**config.mk**
```make
export PLATFORM = sky130hd
export DESIGN_NAME = sawtooth_oscillator_flat
export DESIGN_NICKNAME = d
export VERILOG_FILES = /design/src/hw/rtl/saw_pkg.sv /design/src/hw/rtl/saw_freq_if.sv /design/src/hw/rtl/saw_sample_if.sv /design/src/hw/rtl/saw_div.sv /design/src/hw/rtl/sawtooth_oscillator.sv /design/src/flat_wrapper.sv
export SDC_FILE = /design/constraint.sdc
export NUM_CORES = 1
export LEC_CHECK = 0
export BUFFER_PORTS_ARGS = -buffer_cell sky130_fd_sc_hd__buf_2
export CAP_MARGIN = 20
export CELL_PAD_IN_SITES_DETAIL_PLACEMENT = 2
export CELL_PAD_IN_SITES_GLOBAL_PLACEMENT = 2
export CORE_ASPECT_RATIO = 0.7
export CORE_MARGIN = 2
export CORE_UTILIZATION = 41
export CTS_CLUSTER_SIZE = 14
export DETAILED_ROUTE_END_ITERATION = 12
export MAX_ROUTING_LAYER = met4
export PLACE_DENSITY = 0.86
export SYNTH_ARGS = -nofsm -noshare
export SYNTH_HDL_FRONTEND = slang
export SYNTH_HIERARCHICAL = 1
export SYNTH_SLANG_ARGS = --single-unit
```
**constraint.sdc**
```tcl
create_clock -name clk -period 7.2 [get_ports clk]
set_input_delay 0.72 -clock clk [delete_from_list [all_inputs] [get_ports clk]]
set_output_delay 0.72 -clock clk [all_outputs]
set_load 0.02 [all_outputs]
```
**src/hw/rtl/saw_pkg.sv**
```systemverilog
`timescale 1ns / 1ps
// Package for the sawtooth oscillator: field widths, register indexes and
// the status struct of the shared divider. No dependencies.
package saw_pkg;

	// Widths of the item fields and of the configuration registers.
	localparam int LEVEL_W    = 16;
	localparam int FREQ_W     = 16;
	localparam int RATE_W     = 18;
	localparam int CFG_DATA_W = 18;
	localparam int CFG_IDX_W  = 2;

	// The sample rate times one hundred fits in this many bits.
	localparam int RATE_NUM_W = 25;
	// Phase plus the integer advance, before the modulo by the span.
	localparam int SUM_W      = 18;
	// The sample rate is given in hertz, the frequency in hundredths of a hertz.
	localparam int RATE_SCALE = 100;

	// Configuration register indexes.
	localparam logic [CFG_IDX_W-1:0] CFG_FIRST_LEVEL  = 2'd0;
	localparam logic [CFG_IDX_W-1:0] CFG_SECOND_LEVEL = 2'd1;
	localparam logic [CFG_IDX_W-1:0] CFG_SAMPLE_RATE  = 2'd2;

	// Reset values of the configuration registers.
	localparam logic signed [LEVEL_W-1:0] FIRST_LEVEL_RST  = -16'sd32768;
	localparam logic signed [LEVEL_W-1:0] SECOND_LEVEL_RST = 16'sd32767;
	localparam logic [RATE_W-1:0]         SAMPLE_RATE_RST  = 18'd44100;

	// Status of the shared divider as seen by the sequencer.
	typedef struct packed {
		logic busy;
		logic done;
	} div_stat_t;

endpackage

```
**src/hw/rtl/saw_freq_if.sv**
```systemverilog
`timescale 1ns / 1ps
// Input channel of the sawtooth oscillator: one frequency item per sample.
// Uses saw_pkg for the field width.
interface saw_freq_if;
	logic                         valid;
	logic                         ready;
	logic [saw_pkg::FREQ_W-1:0]   frequency;

	modport source (output valid, output frequency, input ready);
	modport sink (input valid, input frequency, output ready);
endinterface

```
**src/hw/rtl/saw_sample_if.sv**
```systemverilog
`timescale 1ns / 1ps
// Output channel of the sawtooth oscillator: one signed sample per item.
// Uses saw_pkg for the field width.
interface saw_sample_if;
	logic                               valid;
	logic                               ready;
	logic signed [saw_pkg::LEVEL_W-1:0] sample;

	modport source (output valid, output sample, input ready);
	modport sink (input valid, input sample, output ready);
endinterface

```
**src/hw/rtl/saw_div.sv**
```systemverilog
`timescale 1ns / 1ps
// Shared restoring divider, one quotient bit per cycle, for the oscillator.
// Depends on saw_pkg for the status struct.
module saw_div #(
	parameter int NUM_W  = 28,
	parameter int DEN_W  = 25,
	parameter int STEP_W = 5
) (
	input  logic               clk,
	input  logic               arst_n,
	input  logic               start,
	input  logic [NUM_W-1:0]   num,
	input  logic [DEN_W-1:0]   den,
	input  logic [STEP_W-1:0]  steps,
	output logic [NUM_W-1:0]   quot,
	output logic [DEN_W-1:0]   rem,
	output saw_pkg::div_stat_t stat
);

	logic [NUM_W-1:0]  num_q;
	logic [DEN_W-1:0]  den_q;
	logic [DEN_W-1:0]  rem_q;
	logic [STEP_W-1:0] cnt_q;
	logic              busy_q;
	logic              done_q;

	logic [DEN_W:0]    trial;
	logic [DEN_W:0]    diff;
	logic              fits;
	logic [DEN_W-1:0]  rem_next;

	// One restoring step: bring down the next dividend bit and try to subtract.
	always_comb begin
		trial    = {rem_q, num_q[NUM_W-1]};
		diff     = trial - {1'b0, den_q};
		fits     = trial >= {1'b0, den_q};
		rem_next = fits ? diff[DEN_W-1:0] : trial[DEN_W-1:0];
	end

	// Control of the iteration count.
	always_ff @(posedge clk or negedge arst_n) begin
		if (!arst_n) begin
			busy_q <= 1'b0;
			done_q <= 1'b0;
			cnt_q  <= '0;
		end else begin
			done_q <= 1'b0;
			if (start) begin
				busy_q <= 1'b1;
				cnt_q  <= steps;
			end else if (busy_q) begin
				cnt_q <= cnt_q - STEP_W'(1);
				if (cnt_q == STEP_W'(1)) begin
					busy_q <= 1'b0;
					done_q <= 1'b1;
				end
			end
		end
	end

	// Dividend shifts out at the top while quotient bits shift in at the bottom.
	always_ff @(posedge clk) begin
		if (start) begin
			num_q <= num;
			den_q <= den;
			rem_q <= '0;
		end else if (busy_q) begin
			num_q <= {num_q[NUM_W-2:0], fits};
			rem_q <= rem_next;
		end
	end

	assign quot      = num_q;
	assign rem       = rem_q;
	assign stat.busy = busy_q;
	assign stat.done = done_q;

	// The done pulse closes a run and lasts one cycle.
	a_done_after_busy: assert property (@(posedge clk) disable iff (!arst_n)
		done_q |-> $past(busy_q) && !busy_q)
		else $error("divider done without a preceding run");

	a_done_pulse: assert property (@(posedge clk) disable iff (!arst_n)
		done_q |=> !done_q)
		else $error("divider done held longer than one cycle");

	// A start always opens a run.
	a_start_busy: assert property (@(posedge clk) disable iff (!arst_n)
		start |=> busy_q)
		else $error("divider not busy after a start");

endmodule

```
**src/hw/rtl/sawtooth_oscillator.sv**
```systemverilog
`timescale 1ns / 1ps
// Sawtooth oscillator on a phase accumulator. Each frequency item (hundredths
// of a hertz) yields one signed sample between the two configured levels; the
// ramp falls when the first level is above the second. Every division runs
// through one shared restoring divider, one bit per cycle, in three passes:
// the period quotient (25 bits), the phase advance (16 + FRACTION_BITS bits)
// and the phase modulo the span (18 bits). An item with nonzero frequency
// then runs through these passes in turn and a final step that moves the sample
// into the output register, and the input is ready again as the sample is offered;
// a zero frequency skips the divider and goes straight to the final step.
// The next item is taken once the sample has moved into the output register,
// where it may still wait, so a held output stalls the input.
// Depends on saw_pkg, saw_freq_if, saw_sample_if and saw_div.
module sawtooth_oscillator #(
	parameter int FRACTION_BITS = 12
) (
	input  logic                                clk,
	input  logic                                arst_n,
	input  logic                                cfg_we,
	input  logic [saw_pkg::CFG_IDX_W-1:0]       cfg_index,
	input  logic [saw_pkg::CFG_DATA_W-1:0]      cfg_data,
	saw_freq_if.sink                            freq_ch,
	saw_sample_if.source                        sample_ch
);

	localparam int ADV_W  = saw_pkg::LEVEL_W + FRACTION_BITS;
	localparam int NUM_W  = (ADV_W > saw_pkg::RATE_NUM_W) ? ADV_W : saw_pkg::RATE_NUM_W;
	localparam int DEN_W  = saw_pkg::RATE_NUM_W;
	localparam int STEP_W = $clog2(NUM_W + 1);
	localparam int LW     = saw_pkg::LEVEL_W;

	typedef enum logic [2:0] {
		ST_IDLE,
		ST_QUOT,
		ST_ADV,
		ST_MOD,
		ST_DONE
	} state_t;

	state_t                    state_q;
	logic signed [LW-1:0]      first_q;
	logic signed [LW-1:0]      second_q;
	logic [saw_pkg::RATE_W-1:0] rate_q;
	logic [LW-1:0]             phase_q;
	logic [FRACTION_BITS-1:0]  frac_q;
	logic [LW-1:0]             span_q;
	logic [LW-1:0]             sample_q;
	logic [LW-1:0]             out_q;
	logic                      out_valid_q;

	logic                      accept;
	logic                      falling;
	logic signed [LW-1:0]      lo;
	logic signed [LW-1:0]      hi;
	logic [LW:0]               span_raw;
	logic [LW-1:0]             span;
	logic [LW-1:0]             sample_calc;
	logic [DEN_W-1:0]          rate_x100;
	logic [DEN_W-1:0]          quot_fix;
	logic [ADV_W:0]            adv;
	logic [saw_pkg::SUM_W-1:0] sum;

	logic                      div_start;
	logic [NUM_W-1:0]          div_num;
	logic [DEN_W-1:0]          div_den;
	logic [STEP_W-1:0]         div_steps;
	logic [NUM_W-1:0]          div_quot;
	logic [DEN_W-1:0]          div_rem;
	saw_pkg::div_stat_t        div_stat;

	// Configuration registers.
	always_ff @(posedge clk or negedge arst_n) begin
		if (!arst_n) begin
			first_q  <= saw_pkg::FIRST_LEVEL_RST;
			second_q <= saw_pkg::SECOND_LEVEL_RST;
			rate_q   <= saw_pkg::SAMPLE_RATE_RST;
		end else if (cfg_we) begin
			case (cfg_index)
				saw_pkg::CFG_FIRST_LEVEL:  first_q  <= cfg_data[LW-1:0];
				saw_pkg::CFG_SECOND_LEVEL: second_q <= cfg_data[LW-1:0];
				saw_pkg::CFG_SAMPLE_RATE:  rate_q   <= cfg_data[saw_pkg::RATE_W-1:0];
				default: ;
			endcase
		end
	end

	// Level sorting, span and the sample for the current phase.
	always_comb begin
		falling     = first_q > second_q;
		lo          = falling ? second_q : first_q;
		hi          = falling ? first_q : second_q;
		span_raw    = {hi[LW-1], hi} - {lo[LW-1], lo};
		span        = (span_raw[LW-1:0] == '0) ? LW'(1) : span_raw[LW-1:0];
		sample_calc = falling ? (hi - phase_q) : (phase_q + lo);
		rate_x100   = DEN_W'(rate_q) * DEN_W'(saw_pkg::RATE_SCALE);
	end

	assign accept = freq_ch.valid && freq_ch.ready;

	// Results of the divider passes.
	always_comb begin
		quot_fix = (div_quot[DEN_W-1:0] == '0) ? DEN_W'(1) : div_quot[DEN_W-1:0];
		adv      = (ADV_W + 1)'(div_quot[ADV_W-1:0]) + (ADV_W + 1)'(frac_q);
		sum      = saw_pkg::SUM_W'(phase_q) + saw_pkg::SUM_W'(adv[ADV_W:FRACTION_BITS]);
	end

	// Operand selection for the shared divider; dividends are left-aligned.
	always_comb begin
		div_start = 1'b0;
		div_num   = NUM_W'(rate_x100) << (NUM_W - saw_pkg::RATE_NUM_W);
		div_den   = DEN_W'(freq_ch.frequency);
		div_steps = STEP_W'(saw_pkg::RATE_NUM_W);
		case (state_q)
			ST_IDLE: begin
				div_start = accept && (freq_ch.frequency != '0);
			end
			ST_QUOT: begin
				div_start = div_stat.done;
				div_num   = (NUM_W'(span_q) << FRACTION_BITS) << (NUM_W - ADV_W);
				div_den   = quot_fix;
				div_steps = STEP_W'(ADV_W);
			end
			ST_ADV: begin
				div_start = div_stat.done;
				div_num   = NUM_W'(sum) << (NUM_W - saw_pkg::SUM_W);
				div_den   = DEN_W'(span_q);
				div_steps = STEP_W'(saw_pkg::SUM_W);
			end
			default: ;
		endcase
	end

	saw_div #(
		.NUM_W  (NUM_W),
		.DEN_W  (DEN_W),
		.STEP_W (STEP_W)
	) u_div (
		.clk    (clk),
		.arst_n (arst_n),
		.start  (div_start),
		.num    (div_num),
		.den    (div_den),
		.steps  (div_steps),
		.quot   (div_quot),
		.rem    (div_rem),
		.stat   (div_stat)
	);

	// Sequencer with phase state and the output register.
	always_ff @(posedge clk or negedge arst_n) begin
		if (!arst_n) begin
			state_q     <= ST_IDLE;
			phase_q     <= '0;
			frac_q      <= '0;
			span_q      <= '0;
			sample_q    <= '0;
			out_q       <= '0;
			out_valid_q <= 1'b0;
		end else begin
			// The final step reloads the output register itself.
			if (sample_ch.ready && (state_q != ST_DONE)) begin
				out_valid_q <= 1'b0;
			end
			case (state_q)
				ST_IDLE: begin
					if (accept) begin
						span_q <= span;
						if (freq_ch.frequency == '0) begin
							sample_q <= '0;
							phase_q  <= '0;
							frac_q   <= '0;
							state_q  <= ST_DONE;
						end else begin
							sample_q <= sample_calc;
							state_q  <= ST_QUOT;
						end
					end
				end
				ST_QUOT: begin
					if (div_stat.done) begin
						state_q <= ST_ADV;
					end
				end
				ST_ADV: begin
					if (div_stat.done) begin
						frac_q  <= adv[FRACTION_BITS-1:0];
						state_q <= ST_MOD;
					end
				end
				ST_MOD: begin
					if (div_stat.done) begin
						phase_q <= div_rem[LW-1:0];
						state_q <= ST_DONE;
					end
				end
				ST_DONE: begin
					if (!out_valid_q || sample_ch.ready) begin
						out_q       <= sample_q;
						out_valid_q <= 1'b1;
						state_q     <= ST_IDLE;
					end
				end
				default: begin
					state_q <= ST_IDLE;
				end
			endcase
		end
	end

	assign freq_ch.ready    = (state_q == ST_IDLE);
	assign sample_ch.valid  = out_valid_q;
	assign sample_ch.sample = out_q;

	// The divider is only started when it is free.
	a_start_when_free: assert property (@(posedge clk) disable iff (!arst_n)
		div_start |-> !div_stat.busy)
		else $error("divider started while busy");

	// A silent item clears the phase and fraction.
	a_zero_clears: assert property (@(posedge clk) disable iff (!arst_n)
		accept && (freq_ch.frequency == '0) |=> (phase_q == '0) && (frac_q == '0))
		else $error("zero frequency did not clear the phase");

	// A new sample is only offered at the end of an item.
	a_out_from_done: assert property (@(posedge clk) disable iff (!arst_n)
		$rose(out_valid_q) |-> $past(state_q == ST_DONE))
		else $error("sample offered outside the final step");

endmodule

```
**src/flat_wrapper.sv**
```systemverilog
// flat-port wrapper written by rule: the top's interface ports become plain ports
module sawtooth_oscillator_flat 
#(
	parameter int FRACTION_BITS = 12
)
  (clk, arst_n, cfg_we, cfg_index, cfg_data, freq_ch_valid, freq_ch_frequency, freq_ch_ready, sample_ch_valid, sample_ch_sample, sample_ch_ready);
  saw_freq_if freq_ch_i ();
  saw_sample_if sample_ch_i ();
  input  logic clk;
  input  logic arst_n;
  input  logic cfg_we;
  input  logic [saw_pkg::CFG_IDX_W-1:0] cfg_index;
  input  logic [saw_pkg::CFG_DATA_W-1:0] cfg_data;
  input wire logic [$bits(freq_ch_i.valid)-1:0] freq_ch_valid;
  input wire logic [$bits(freq_ch_i.frequency)-1:0] freq_ch_frequency;
  output wire logic [$bits(freq_ch_i.ready)-1:0] freq_ch_ready;
  output wire logic [$bits(sample_ch_i.valid)-1:0] sample_ch_valid;
  output wire logic [$bits(sample_ch_i.sample)-1:0] sample_ch_sample;
  input wire logic [$bits(sample_ch_i.ready)-1:0] sample_ch_ready;
  assign freq_ch_i.valid = freq_ch_valid;
  assign freq_ch_i.frequency = freq_ch_frequency;
  assign freq_ch_ready = freq_ch_i.ready;
  assign sample_ch_valid = sample_ch_i.valid;
  assign sample_ch_sample = sample_ch_i.sample;
  assign sample_ch_i.ready = sample_ch_ready;
  sawtooth_oscillator #(.FRACTION_BITS(FRACTION_BITS)) u_core (.clk(clk), .arst_n(arst_n), .cfg_we(cfg_we), .cfg_index(cfg_index), .cfg_data(cfg_data), .freq_ch(freq_ch_i), .sample_ch(sample_ch_i));
endmodule
```
== After elaboration in Yosys (flattened, before gate mapping) ==
Cells that the tools add are included.

* Flip-flop bits (word level): 215
* Output and inout bits: 18
* Logic and storage cells: 102

* Add/subtract/negate cells: 7
* Multipliers: 1
* Magnitude comparators: 2
* Eq/ne operators: 14
* Mux-type cells: 39
* Reduce and logical (&&, ||, !) cells: 23

{| class="wikitable"
|+ Operators with widths
! operator !! count
|-
| $mux W16 || 8
|-
| $mux W28 || 2
|-
| $pmux W28 S2 || 1
|-
| $mux W25 || 2
|-
| $pmux W25 S2 || 1
|-
| $mux W12 || 3
|-
| $logic_not A16 Y1 || 2
|-
| $pmux W16 S2 || 1
|-
| $sub A16 B16 Y16 || 2
|-
| $add A28 B12 Y29 || 1
|-
| $ge A26 B25 Y1 || 1
|-
| $logic_not A25 Y1 || 1
|-
| $sub A25 B25 Y25 || 1
|-
| $pmux W12 S2 || 1
|-
| $mul A18 B5 Y23 const B || 1
|-
| $add A16 B17 Y18 || 1
|-
| $mux W3 || 6
|-
| $add A16 B16 Y16 || 1
|-
| $gt A16 B16 Y1 || 1
|-
| $reduce_bool A16 Y1 || 1
|-
| $pmux W3 S5 || 1
|-
| $mux W5 || 2
|-
| $ne A2 B2 Y1 const B || 5
|-
| $reduce_and A2 Y1 || 5
|-
| other kinds (21) || 35
|}

== Depth between registers and ports, before layout ==
Gate-level depths: netlist (run 1).

* Word-level depth: 5
* Mapped depth: 30
* Gate-level depth less buffers: 28

== By module ==
Netlist (run 1), hierarchy kept.

{| class="wikitable"
|+ Modules (own cells, without submodules)
! module !! instances !! cells each !! area an instance (um^2)
|-
| sawtooth_oscillator || 1 || 1358 || 11524.8
|-
| saw_div || 1 || 431 || 4772.1
|}

== Worst setup path before layout (run 1) ==
No wires, ideal clock.

* Path kind: flip-flop to flip-flop
* Start: register u_core.second_q[12]
* End: register u_core.sample_q[14]
* Setup time: 0.126 ns
* Data arrival time: 5.698 ns
* Data required time: 7.074 ns
* Slack: 1.376 ns
* Cell stages (with the launch flop): 31
* Cells stage by stage: dfstp_2 inv_1 ha_1 buf_4 nand4_1 or3_1 a21o_1 a31o_2 nand2_1 buf_2 clkbuf_1 clkbuf_1 clkbuf_1 nand2_1 o21ai_0 ha_1 inv_1 fa_1 nor2b_1 o21ai_0 a21boi_0 o21ai_0 a21boi_0 o21ai_0 a21boi_0 o21ai_0 a21oi_1 a21o_1 a21oi_1 xnor2_1 a221o_1

* Cells in the longest elaborated chain, start to end: 5
* Elaborated cells on any way between the ends: 7
* Classes of those cells: add/sub: 2; order compare: 1; mux: 4

{| class="wikitable"
|+ Ends and longest elaborated chain
! what !! line !! RTL
|-
| from (decl) || sawtooth_oscillator.sv:42 || <nowiki>logic signed [LW-1:0] second_q;</nowiki>
|-
| from (signal assigned) || sawtooth_oscillator.sv:75 || <nowiki>second_q <= saw_pkg::SECOND_LEVEL_RST;</nowiki>
|-
| from (signal assigned) || sawtooth_oscillator.sv:80 || <nowiki>saw_pkg::CFG_SECOND_LEVEL: second_q <= cfg_data[LW-1:0];</nowiki>
|-
| $gt A16 B16 Y1 || sawtooth_oscillator.sv:89 || <nowiki>falling = first_q > second_q;</nowiki>
|-
| $mux W16, on equally long branches || sawtooth_oscillator.sv:90, sawtooth_oscillator.sv:91 ||
|-
| $add A16 B16 Y16 or $sub A16 B16 Y16 (tied branches) || sawtooth_oscillator.sv:94 || <nowiki>sample_calc = falling ? (hi - phase_q) : (phase_q + lo);</nowiki>
|-
| $mux W16 (*) || sawtooth_oscillator.sv:94 ||
|-
| $mux W16 (*) || sawtooth_oscillator.sv:168 || <nowiki>if (freq_ch.frequency == '0) begin</nowiki>
|-
| to (signal assigned) || sawtooth_oscillator.sv:174 || <nowiki>sample_q <= sample_calc;</nowiki>
|-
| to (decl) || sawtooth_oscillator.sv:47 || <nowiki>logic [LW-1:0] sample_q;</nowiki>
|}

Every way passes the cells marked *; elsewhere a longest branch is shown, timed or not.
A chain may end at the register's enable or synchronous reset.

== Final worst setup path (run 1) ==
* Start: register u_core.second_q[12]
* End: register u_core.sample_q[15]

The elaborated chain is that of the path after synthesis.

==> results of run 1 <==
worst reg2reg max path: stages, from the launching register on:
cell and delay (ps):
dfstp_2 580, inv_1 80, ha_1 400, nand4_1 220
nor2_1 70, a221oi_1 610, a31oi_2 370, nor2_2 160
buf_4 460, nor2_1 90, a21o_1 180, ha_1 270
a21o_1 180, a21oi_1 250, o21ai_0 120, a21oi_1 270
nand2b_1 150, a21boi_0 120, o31a_1 280, o41ai_1 550
o2111ai_1 240, a21oi_1 290, a2bb2oi_1 240, xnor2_1 140
o21ai_0 100
layout make-up:
type / count / area, um^2 / area share, %
flip-flops and latches: 215 / 5550 / 30.9
repair buffers: 72 / 429 / 2.39
well taps: 535 / 669 / 3.73
clock inverters: 8 / 52.6 / 0.293
multi-input cells: 1337 / 9830 / 54.7
inverters: 174 / 653 / 3.64
clock buffers: 36 / 774 / 4.31
per-stage QoR:
step                      hold WS (ps)  instance area [um^2]  cells  setup slack [ps]
after global placement             465                 17100   2331              1250
after CTS                          243                 17900   2376               779
after global routing               287                 18000   2377               253
after floorplan                    424                 16300   1792              1380
final                              236                 18000   2377               648
after detailed placement           479                 17100   2332               854
state kept, by name (all words and copies together) (netlist names):
name	cells
u_core/u_div/busy_q	1
u_core/u_div/cnt_q	5
u_core/frac_q	12
u_core/sample_ch.sample	16
u_core/sample_ch.valid	1
u_core/span_q	16
u_core/u_div/den_q	25
u_core/u_div/rem	25
u_core/u_div/done_q	1
u_core/sample_q	16
u_core/first_q	16
u_core/second_q	16
u_core/phase_q	16
u_core/u_div/quot	28
u_core/rate_q	18
u_core/state_q	3
power by group:
part           leakage, nW  internal [W]  switching [W]
clock network        0.407      0.000748       0.000560
logic                 5.39       0.00232        0.00369
registers             2.38       0.00176       0.000553
layer usage:
layer,vias up,wire length (um),global-route usage (%)
met1,7226,28300,40.1
li1,6372,-,-
met5,-,0,-
met3,87,2800,3.78
met2,318,27200,46.8
met4,0,1260,6.01
path summary, 6_finish.rpt:
check	start	endpoint	slack, ps	cells after the start
min in group clk	cfg_data[16]	u_core/rate_q[16]	400	2
setup / recovery	u_core/second_q[12]	u_core/sample_q[15]	650	24
setup reg to reg	u_core/second_q[12]	u_core/sample_q[15]	650	24
max in group asynchronous	arst_n	u_core/sample_q[15]	5580	2
hold reg to reg	u_core/sample_q[2]	u_core/sample_q[2]	480	2
hold / removal	arst_n	u_core/sample_ch.sample[1]	240	1
==> impl_metrics.toml, run 1 <==
[drt]
detail_route.vias_per_cell = 5.89
ant_nets = 0
drc = 0
wire_per_inst_um = 25.1
wl_mm = 59.6
drt_iter0_markers = 936
dr.pass1.iters = 5
num_vias = 14003

[hold_path]
hold_class = "input pin to asynchronous set/reset pin"

[run]
maxCapViolCount = 0

[timing]
rsz0062_at_grt = "false"
tightest_slew_ps = 1120
maxSlewHeadroom_pct = 25.2
fin_crit_ps = 6550
final-max-slew-violation-count = 0
setup_violations = 0
hold_viol = 0
max_freq_mhz = 153
fin_skew_ps = 12.7
min_period_over_period_pct = 91.0
fin_tns_setup_ps = 0

[pwr]
power_w = 0.00964
power.static_leakage_nw = 8.17
power_density_nw_per_um2 = 537
irDropWorstVdd_v = 0.000238

[cts]
cts_buffer_depth = 3
post_cts_buffers = 0
cts_made_buffers = 24
root_buffer = "clkbuf_16"
clock_latency_ps = 550
cts_resized = 0
cts_tree = "done"
clock_sinks = 215
htreeDepth = 1
clk_pin_slew_ps = 70
postCtsHoldBufs = 0

[floorplanning]
core_um2 = 39500
die_area_um2 = 41400
die_w_um = 242
io_pins = 59
start_util_pct = 41.3
row_count = 61
die_h_um = 171

[critical_path]
start_kind = "flop"
cp.buffers_inverters = 2
path_max_fanout = 47
critPathTopFamily = "compound AO/OA/AOI/OAI gates"
slowest_delay_ps = 610
cp-end-kind = "flop"
crit_arrival_ps = 6940
required_ps = 7590
crit_path_frequent_cell = "a21oi_1"
crit_path_top_delay_cell = "a221oi_1"
crit_type = "flop to flop"
worstPathCellList = "inv_1, ha_1, nand4_1, nor2_1, a221oi_1, a31oi_2, nor2_2, buf_4, nor2_1, a21o_1, ha_1, a21o_1, a21oi_1, o21ai_0, a21oi_1, nand2b_1, a21boi_0, o31a_1, o41ai_1, o2111ai_1, a21oi_1, a2bb2oi_1, xnor2_1, o21ai_0"

[synth]
syn_area_um2 = 16300
syn_avg_cell_area_um2 = 9.11
yosys_warnings = 6
netlist_instances = 1788

[layout]
final_common_cell = "nand2_1"
drive_above_1_share_pct = 14.2
utilization_pct = 45.5
fillCellCount = 4336
area_growth_pct = 10.2
layout_common_cells = "nand2_1, inv_1, ha_1"
nets = 2043
diodes = 0

[placement]
dp_hpwl_mm = 45.2
finalWeightedCongestion = 0.915
io_buffers = 58

[global_route]
track_usage_pct = 29.3
grt_max_degree = 82
grt_antenna_before_repair = 0
overflow = 0
grt_pass1_vias = 15028
grt_pass1_wl_mm = 91.4

[run_status]
outcome = "completed"
Note: power is estimated with default switching activity, not from simulation.
==> run 2: changes to the inputs <==
- CORE_UTILIZATION: 41 -> 37
- PLACE_DENSITY: 0.86 -> 0.82
- clock period: 7.2 -> 5.3 ns (I/O delays scaled with it)
==> impl_metrics.toml, run 2 (same netlist as run 1, synthesis figures left out) <==
[critical_path]
crit_path_top_delay_cell = "edfxtp_1"
start_kind = "flop"
cp-end-kind = "flop"
crit_type = "flop to flop"
slowest_delay_ps = 400
crit_arrival_ps = 5720
path_max_fanout = 4
required_ps = 5610
crit_path_frequent_cell = "a21oi_2"

[cts]
cts_tree = "done"
clk_pin_slew_ps = 70
htreeDepth = 1
cts_made_buffers = 26
clock_latency_ps = 570
root_buffer = "clkbuf_16"
clock_sinks = 215
cts_buffer_depth = 3
postCtsHoldBufs = 0

[layout]
drive_above_1_share_pct = 22.5
stdcell_count = 2542
nets = 2144
area_growth_pct = 18.6
largest_reg_flops = 28
layout_common_cells = "nand2_1, inv_1, ha_1"
final_common_cell = "nand2_1"

[global_route]
grt_antenna_before_repair = 3
overflow = 0
grt_max_degree = 97
grt_pass1_vias = 15659
track_usage_pct = 27.6
grt_pass1_wl_mm = 94.7

[floorplanning]
io_pins = 59
core_um2 = 43600
row_count = 64
die_area_um2 = 45700
start_util_pct = 37.4
die_w_um = 255
die_h_um = 180

[placement]
placedCellCount = 2455
io_buffers = 58
dp_hpwl_mm = 45.9
finalWeightedCongestion = 0.905
preCtsSetupSlack_ps = -437

[pwr]
power_density_nw_per_um2 = 748
p_clk_share_pct = 13.7
p_sw_w = 0.00708
combPwrFrac_pct = 64.4
swShare_pct = 49.0
power.static_leakage_nw = 8.78
power.share.sequential_pct = 21.8
irDropWorstVdd_v = 0.000375
internal_power_w = 0.00736

[timing]
max_freq_mhz = 185
setup_violations = 2
fin_crit_ps = 5410
rsz0062_at_grt = "true"
hold_viol = 0
maxSlewHeadroom_pct = 28.4
final-max-slew-violation-count = 0
fin_skew_ps = 27.2
tightest_slew_ps = 1070
min_period_over_period_pct = 102
setup_ws_ps = -109
fin_hold_ws_ps = 88.7

[drt]
detail_route.vias_per_cell = 5.74
route.met3.wl_mm = 3.82
met2WireLength_mm = 30.4
wire_per_inst_um = 25.5
drt_iter0_markers = 955
highest_layer = "met4"
ant_nets = 0
wl_mm = 64.9
met1_length_mm = 28.9
dr.pass1.iters = 5
num_vias = 14599
drc = 0

[run_status]
violations = "setup timing"
outcome = "finished, violations left"

[hold_path]
hold_class = "input pin to asynchronous set/reset pin"

[run]
maxCapViolCount = 0
[run 2: power groups by stage]
stage | Clock [W] | Combinational [W] | Sequential [W]
floorplan | 0 | 0.00578 | 0.00277
global placement | 0 | 0.00766 | 0.00308
detailed placement | 0 | 0.00824 | 0.00312
CTS | 0.00201 | 0.00859 | 0.00310
global route | 0.00208 | 0.0101 | 0.00320
finish | 0.00198 | 0.00930 | 0.00315
[run 2: through the flow]
step / area, um^2 / util (%) / setup TNS (ps) / total power (W)
floorplan: 16400 / - / -65.8 / 0.00855
CTS: 18800 / 43.1 / 0 / 0.0137
global route: 19300 / 44.3 / -1740 / 0.0153
finish: 19300 / 44.3 / -158 / 0.0144
detailed placement: 17700 / 40.6 / -1820 / 0.0114
global placement: 17700 / 40.5 / -46.5 / 0.0107
[run 2: final cells by class]
cell class,count,area [um^2]
fill,4759,24200
tap,594,743
sequential,215,5550
timing repair buffer,171,1180
clock buffer,37,790
antenna,3,7.51
inverter,174,657
multi-input combinational,1337,10300
clock inverter,11,136
[run 2: worst paths after layout]
kind / from / end / slack (ps) / cells after the start
setup reg to reg: u_core/u_div/quot[1] / u_core/u_div/quot[26] / -110 / 29
setup / recovery: u_core/u_div/quot[1] / u_core/u_div/quot[26] / -110 / 29
max in group asynchronous: arst_n / u_core/first_q[8] / 3970 / 2
hold / removal: arst_n / u_core/sample_ch.sample[1] / 90 / 1
hold reg to reg: u_core/sample_q[8] / u_core/sample_q[8] / 490 / 2
min in group clk: cfg_data[17] / u_core/rate_q[17] / 200 / 2
[run 2: layer usage]
layer	vias to the layer above	track usage, %
met2	394	42.6
met5	-	-
met1	7512	37.2
li1	6581	-
met3	112	5.14
met4	0	6.99
[run 2: repair_timing]
action | 4_1_cts | 5_1_grt
setup endpoints to repair | 11 | 15
pin swaps | 12 | 44
buffers inserted | 11 | 24
gates resized for setup | 29 | 85
[run 2: worst max-delay path: cells and delay by family (launching register included)]
family / cells / cell delay [ps]
AOI/OAI and AO/OA: 15 / 2340
adders and majority gates: 3 / 940
and+or+nand+nor: 5 / 590
DFF: 1 / 400
buffers and inverters: 3 / 360
muxes: 1 / 270
xor gates and xnor gates: 2 / 240
